===== src/rtl/pdct_pkg.sv =====
// Shared types and codes for the port decoder classify table.
// Used by pdct_cell, pdct_chain and port_decoder_classify_table.
`timescale 1ns / 1ps

package pdct_pkg;

    // Default table sizes.
    localparam int SMALL_DEPTH_DEF = 32;
    localparam int PORT_DEPTH_DEF  = 512;

    // Decoder ids at or above this count are refused on insert.
    localparam int DECODER_COUNT = 64;

    localparam int KEY_W = 32;
    localparam int DEC_W = 6;
    localparam int PORT_W = 16;

    typedef logic signed [KEY_W-1:0] t_key;
    typedef logic [DEC_W-1:0]        t_dec;

    // Request functions.
    localparam logic [1:0] F_INSERT = 2'd0;
    localparam logic [1:0] F_LOOKUP = 2'd1;
    localparam logic [1:0] F_BIND   = 2'd2;

    // Table codes.
    localparam logic [1:0] TBL_IP  = 2'd0;
    localparam logic [1:0] TBL_UDP = 2'd1;
    localparam logic [1:0] TBL_TCP = 2'd2;
    localparam logic [1:0] TBL_RPC = 2'd3;

    // Result status codes.
    localparam logic [2:0] ST_OK      = 3'd0;
    localparam logic [2:0] ST_MISS    = 3'd1;
    localparam logic [2:0] ST_PRESENT = 3'd2;
    localparam logic [2:0] ST_FULL    = 3'd3;
    localparam logic [2:0] ST_BAD     = 3'd4;

    // Search token that walks along a chain of cells.
    typedef struct packed {
        logic valid;
        logic found;
        t_key key;
        t_dec dec;
    } t_probe;

    // Append request broadcast to every cell of a chain.
    typedef struct packed {
        logic en;
        t_key key;
        t_dec dec;
    } t_write;

    typedef enum logic [2:0] {
        S_IDLE,
        S_FIRST,
        S_FALLBACK,
        S_BIND_PORT,
        S_EMIT
    } t_state;

endpackage


===== src/rtl/pdct_cell.sv =====
// One table entry: a stored key and decoder plus one stage of the search path.
// Depends on pdct_pkg.
`timescale 1ns / 1ps

module pdct_cell
    import pdct_pkg::*;
#(
    parameter int INDEX = 0,
    parameter int CNT_W = 1
) (
    input  logic             i_clk,
    input  logic             i_rst_n,
    input  t_probe           i_probe,
    input  logic [CNT_W-1:0] i_count,
    input  t_write           i_write,
    output t_probe           o_probe
);

    t_key   r_key;
    t_dec   r_dec;
    t_probe r_probe;
    t_probe n_probe;
    logic   live;

    // The entry holds data only once the fill count has passed it.
    assign live = CNT_W'(INDEX) < i_count;

    // Compare the passing token with this entry and mark a match.
    always_comb begin
        n_probe = i_probe;
        if (i_probe.valid && !i_probe.found && live && (r_key == i_probe.key)) begin
            n_probe.found = 1'b1;
            n_probe.dec   = r_dec;
        end
    end

    // Hand the token to the next cell.
    always_ff @(posedge i_clk) begin
        if (!i_rst_n) begin
            r_probe <= '0;
        end else begin
            r_probe <= n_probe;
        end
    end

    // Take a new entry when this cell is the next free place.
    always_ff @(posedge i_clk) begin
        if (i_write.en && (i_count == CNT_W'(INDEX))) begin
            r_key <= i_write.key;
            r_dec <= i_write.dec;
        end
    end

    assign o_probe = r_probe;

endmodule


===== src/rtl/pdct_chain.sv =====
// One keyed table: a row of pdct_cell entries with its fill count.
// Depends on pdct_pkg and pdct_cell.
`timescale 1ns / 1ps

module pdct_chain
    import pdct_pkg::*;
#(
    parameter int DEPTH = SMALL_DEPTH_DEF
) (
    input  logic   i_clk,
    input  logic   i_rst_n,
    input  t_probe i_start,
    input  t_write i_write,
    output t_probe o_result,
    output logic   o_full
);

    localparam int CNT_W = $clog2(DEPTH + 1);

    logic [CNT_W-1:0] r_count;
    t_probe           link [DEPTH+1];

    assign o_full = (r_count == CNT_W'(DEPTH));

    // Fill count; entries are appended at the count.
    always_ff @(posedge i_clk) begin
        if (!i_rst_n) begin
            r_count <= '0;
        end else if (i_write.en && !o_full) begin
            r_count <= r_count + CNT_W'(1);
        end
    end

    assign link[0] = i_start;

    // The row of cells; the search token moves one cell per cycle.
    for (genvar k = 0; k < DEPTH; k++) begin : g_cell
        pdct_cell #(
            .INDEX (k),
            .CNT_W (CNT_W)
        ) u_cell (
            .i_clk   (i_clk),
            .i_rst_n (i_rst_n),
            .i_probe (link[k]),
            .i_count (r_count),
            .i_write (i_write),
            .o_probe (link[k+1])
        );
    end

    assign o_result = link[DEPTH];

endmodule


===== config.mk =====
export PLATFORM = sky130hd
export DESIGN_NAME = pdct_chain
export DESIGN_NICKNAME = d
export VERILOG_FILES = /design/src/rtl/pdct_pkg.sv /design/src/rtl/pdct_cell.sv /design/src/rtl/pdct_chain.sv
export SDC_FILE = /design/constraint.sdc
export NUM_CORES = 2
export LEC_CHECK = 0
export BUFFER_PORTS_ARGS = -buffer_cell sky130_fd_sc_hd__buf_2
export CORE_UTILIZATION = 55
export DETAILED_ROUTE_END_ITERATION = 8
export HOLD_SLACK_MARGIN = 0.12
export PLACE_DENSITY = 0.83
export SYNTH_ARGS = -nofsm -noshare
export SYNTH_HDL_FRONTEND = slang
export SYNTH_SLANG_ARGS = --single-unit

===== constraint.sdc =====
create_clock -name i_clk -period 14.3 [get_ports i_clk]
set_input_delay 4.29 -clock i_clk [delete_from_list [all_inputs] [get_ports i_clk]]
set_output_delay 4.29 -clock i_clk [all_outputs]
set_load 0.02 [all_outputs]

Word level (Yosys, flattened, before mapping)
Cells that the tools add are included.
Widths: inputs -> output; s select.
- add/subtract/negate cells: 1
- order comparisons: 32
- eq/ne operators: 64
- mux-type cells: 64
- reduce and logical (&&, ||, !) cells: 163
- operator list (operator ; count):
    $eq 32x32->1 ; 32
    $mux 6 ; 32
    $logic_and 1x1->1 ; 129
    $eq 6x5->1 const B ; 16
    $lt 5x6->1 const A ; 16
    $eq 6x4->1 const B ; 8
    $lt 4x6->1 const A ; 8
    $logic_not 1->1 ; 33
    $mux 1 ; 32
    $eq 6x3->1 const B ; 4
    $lt 3x6->1 const A ; 4
    $eq 6x2->1 const B ; 2
    $lt 1x6->1 const A ; 2
    $lt 2x6->1 const A ; 2
    $add 6x1->6 const B ; 1
    $eq 6x1->1 const B ; 1
    $eq 6x6->1 const B ; 1
    $logic_not 6->1 ; 1
- register bits: 2502
- input port bits: 81
- output and inout bits: 41
- logic and storage cells: 517

Longest topological paths before layout
- word-level depth: 5
- gate-level depth with buffers: 8
- mapped depth without buffers: 7

Cells and area by module
A second synthesis with hierarchy kept.
- cell total of the unflattened synthesis: 5942
- area, all modules: 86564.3 µm²
- modules (own cells, without submodules) (module ; instances ; cells an instance ; area each (µm²) ; sequential area each (µm²)):
    pdct_cell at g_cell[16].u_cell ... ; 2 ; 185 ; 2710.1 ; 1941.9
    pdct_cell at g_cell[10].u_cell ... ; 2 ; 186 ; 2690.1 ; 1941.9
    pdct_cell at g_cell[28].u_cell ... ; 2 ; 184 ; 2680.1 ; 1941.9
    pdct_cell at g_cell[15].u_cell ... ; 2 ; 183 ; 2668.8 ; 1941.9
    pdct_cell at g_cell[11].u_cell ; 1 ; 189 ; 2740.1 ; 1941.9
    pdct_cell at g_cell[22].u_cell ; 1 ; 186 ; 2723.9 ; 1941.9
    pdct_cell at g_cell[1].u_cell ; 1 ; 185 ; 2713.9 ; 1941.9
    pdct_cell at g_cell[2].u_cell ; 1 ; 184 ; 2710.1 ; 1941.9
    pdct_cell at g_cell[21].u_cell ; 1 ; 186 ; 2708.8 ; 1941.9
    pdct_cell at g_cell[25].u_cell ; 1 ; 183 ; 2705.1 ; 1941.9
    pdct_cell at g_cell[8].u_cell ; 1 ; 186 ; 2702.6 ; 1941.9
    pdct_cell at g_cell[13].u_cell ; 1 ; 182 ; 2698.8 ; 1941.9
    pdct_cell at g_cell[17].u_cell ; 1 ; 183 ; 2698.8 ; 1941.9
    pdct_cell at g_cell[5].u_cell ; 1 ; 182 ; 2696.3 ; 1941.9
    15 more rows ; - ; - ; - ; -

Worst setup path after synthesis
Ideal clock, no wire load.
- path kind: input-to-reg
- from: input i_write[38] (netlist name)
- to: register g_cell[20].u_cell.r_dec[0] (enable)
- setup time: 0.528 ns
- arrival time: 8.432 ns
- data required time: 13.772 ns
- setup slack: 5.341 ns
- stages: 3
- buffers on the path: 1
- cell sequence: clkbuf_1 > nand2_1 > nor4_1
- cells in the longest elaborated chain, start to end: 1
- RTL lines (what ; RTL line ; RTL):
    from (decl) ; pdct_chain.sv:13 ; input t_write i_write,
    $logic_and 1x1->1 ; pdct_cell.sv:48 ; if (i_write.en && (i_count == CNT_W'(INDEX))) begin
    to (signal assigned) ; pdct_cell.sv:50 ; r_dec <= i_write.dec;
    to (decl) ; pdct_cell.sv:20 ; t_dec r_dec;
No other way between the ends.
A chain may end at the register's enable or synchronous reset.

Final worst setup path
- from: register r_count[1]
- to: output o_full
- cells in the longest elaborated chain, start to end: 1
- RTL lines (what ; RTL line ; RTL):
    from (decl) ; pdct_chain.sv:20 ; logic [CNT_W-1:0] r_count;
    from (signal assigned) ; pdct_chain.sv:30 ; r_count <= r_count + CNT_W'(1);
    $eq 6x6->1 ; pdct_chain.sv:23 ; assign o_full = (r_count == CNT_W'(DEPTH));
    to (decl) ; pdct_chain.sv:15 ; output logic o_full
No other way between the ends.

==> metrics.txt <==
status=finished with violations; failing checks=design-rule violations; synthesis-stage register bit count=2502; GR Overflow Total=0; CTS Buf Count=218; area grow syn2layout=12.1%; Internal=10900 uW; layout cell share with drive strength beyond 1=0.0910; Clock Sinks=2502; final wirelength=201 mm; register area share after synthesis=0.727; R2R cell count=7; Psw=2830 uW; Top Ports=122; post-cts resize count=0; routed len/inst=24.0 microns; Post-Synthesis Cells=5927; power per cell area=143 nW/um^2; Syn Area/Cell=14.5 sq um; vias per cell=5.46; Setup Fix Bufs, Post-CTS=0; TritonCTS clock tree=done; # fillers=10446; Max Buffers Root-to-Sink=3; number of vias in the routed layout=45752; GRT Util Overall=0.255; final antenna-violating net count=0; largest net degree at the start of global routing=312; Worst Skew=29.5 ps; syn nets=6011; Worst Setup End Kind=primary output; period utilization=0.527; clock group share of total power=0.427; leading post-synthesis cells by cell area=edfxtp_1, dfxtp_1, and2_1; clk_lat worst skew=850 ps; worst path arrival time=3250 ps; Post-synth EDFFs=1216; Worst Max-Slew Pin Slew=1380 ps; maximum vdd drop=0.000143 V; FMAX=0.133 GHz; Hold Path Class=register to register; Root Driver=clkbuf_16; cell taking the most area after synthesis=edfxtp_1; area share of the largest cell type after synthesis=0.426; Pleak=0.0357 uW; Post-Syn Area=85700 sq um; Synth Flop Type=dfxtp_1; H-tree lvl count=4; Final setup viols=0; Synth Warn #=0; vias in the first global route=46657; Power Total=13700 uW; Die W=397 microns; # Max-Cap Violations=0; NumNets Final=6228; RSZ-0062 raised after global routing=no; die height=397 microns; TNS Setup=0 ps; Critical Path Start Type=register; register share of total power=0.553; # hold bufs at CTS=0; PortBufs=121; Sw Share=0.207; Final Util=0.622; Distinct cells, synth=55; core area=154000 sq um; antenna violations before repair=17; Worst-path clk slew=70 ps; Setup CP Type=register to primary output; drt initial violations=5084; combinational share of power=0.020; asr flop ratio synth=0; relative slew slack=0.0819; hold path cells=2; Initial Util=0.555; first-pass GRT wire length=296 mm; Pre-antenna DRT Iters=8; final hold slack=428 ps; DRC errors left=4; Final Hold Viols=0; HPWL Detailed=122 mm; RD Place Congestion=0.824; Std-Cell Rows=144; Final Max Tran Viols=0; die area=157000 sq um; Crit path required time=10010 ps; Final min period=7540 ps; critical-path maximum fanout=16
-- kinds of logic after synthesis --
group	synth area share
AND/OR/NAND/NOR	0.132
AO/OA/AOI/OAI	0.00692
multiplexers	0.0226
adder cells (fa/ha/maj)	0.000438
buffers and inverters	0.00951
XOR/XNOR	0.102
flip-flops	0.727
-- per-layer routing --
layer,global-route usage,vias up,part of all wire
li1,-,20577,-
met1,0.330,22977,0.39
met2,0.436,1840,0.50
met3,0.0408,356,0.076
met4,0.0873,2,0.029
met5,0,-,0.000060
-- cells in the mapped netlist (all sizes together), types with 3 or more instances --
cell	number
nand3	34
nor2b	25
or4	11
and2	1059
xnor2	356
xor2	642
a21oi	4
clkbuf	171
o2111ai	8
buf	9
edfxtp	1216
nand2b	21
nor4b	8
mux2i	193
nor4	174
o22ai	3
nand4b	3
nand2	413
a21boi	10
o211ai	3
o21ai	4
nor2	34
nand4	112
nor3	33
ha	3
dfxtp	1286
inv	32
o21a	25
nor3b	5
a2111oi	9
-- flip-flops by register name, summed over array words and instances, names as in the netlist --
name and cells:
g_cell.u_cell.o_probe 1280, g_cell.u_cell.r_key 1024, g_cell.u_cell.r_dec 192, r_count 6
-- final timing paths --
kind	from	endpoint	slack [ps]
worst min register to register	g_cell[15].u_cell.o_probe[4]	g_cell[16].u_cell.o_probe[4]	430
worst min-delay path	g_cell[15].u_cell.o_probe[4]	g_cell[16].u_cell.o_probe[4]	430
worst max-delay path	r_count[1]	o_full	6760
worst max register to register	r_count[1]	g_cell[30].u_cell.o_probe[3]	9870
-- power groups by stage --
stage	Combinational (uW)	Sequential (uW)	Clock [uW]
after detailed placement	266	7730	0
after global placement	260	7730	0
after floorplan	99.7	7720	0
after global routing	283	7570	6170
after CTS	269	7570	5880
final	274	7570	5850
-- layout make-up --
class	count	area [sq um]	share of cell area
diodes	5	12.5	0.000130
clock buffers	348	6650	0.0692
clock inverters	66	588	0.00612
inverters	33	125	0.00130
multi-input cells	3212	22800	0.237
flip-flops and latches	2502	62300	0.648
well taps	2044	2560	0.0266
repair buffers	177	1070	0.0112
-- cells in the final DEF, fill, tap and decap left out, drive strengths merged, types with 5 or more instances in the layout --
master	Yosys	layout
dfxtp	1286	1286
edfxtp	1216	1216
and2	1059	1059
xor2	642	642
nand2	413	413
xnor2	356	356
clkbuf	171	348
mux2i	193	193
buf	9	177
nor4	174	174
nand4	112	112
clkinv	0	49
inv	32	40
nand3	34	34
nor2	34	34
nor3	33	33
nor2b	25	25
o21a	25	25
nand2b	21	21
or4	11	11
a21boi	10	10
a2111oi	9	9
o2111ai	8	8
nor4b	8	8
clkinvlp	1	6
diode	0	5
nor3b	5	5
-- critical path, cell delays in order, from the launching register on --
cell and delay (ps):
dfxtp_1 970, inv_1 140, ha_1 250, inv_1 580, nor4_1 180, buf_2 280
-- through the flow --
step | instance area [sq um] | setup WS (ps) | cells
3_5_place_dp | 88800 | 7090 | 7968
3_3_place_gp | 88800 | 7150 | 7968
5_1_grt | 96000 | 6750 | 8382
6_report | 96100 | 6760 | 8387
4_1_cts | 96000 | 6810 | 8382
2_1_floorplan | 85700 | 5340 | 5927
(Power assumes the default switching activity.)
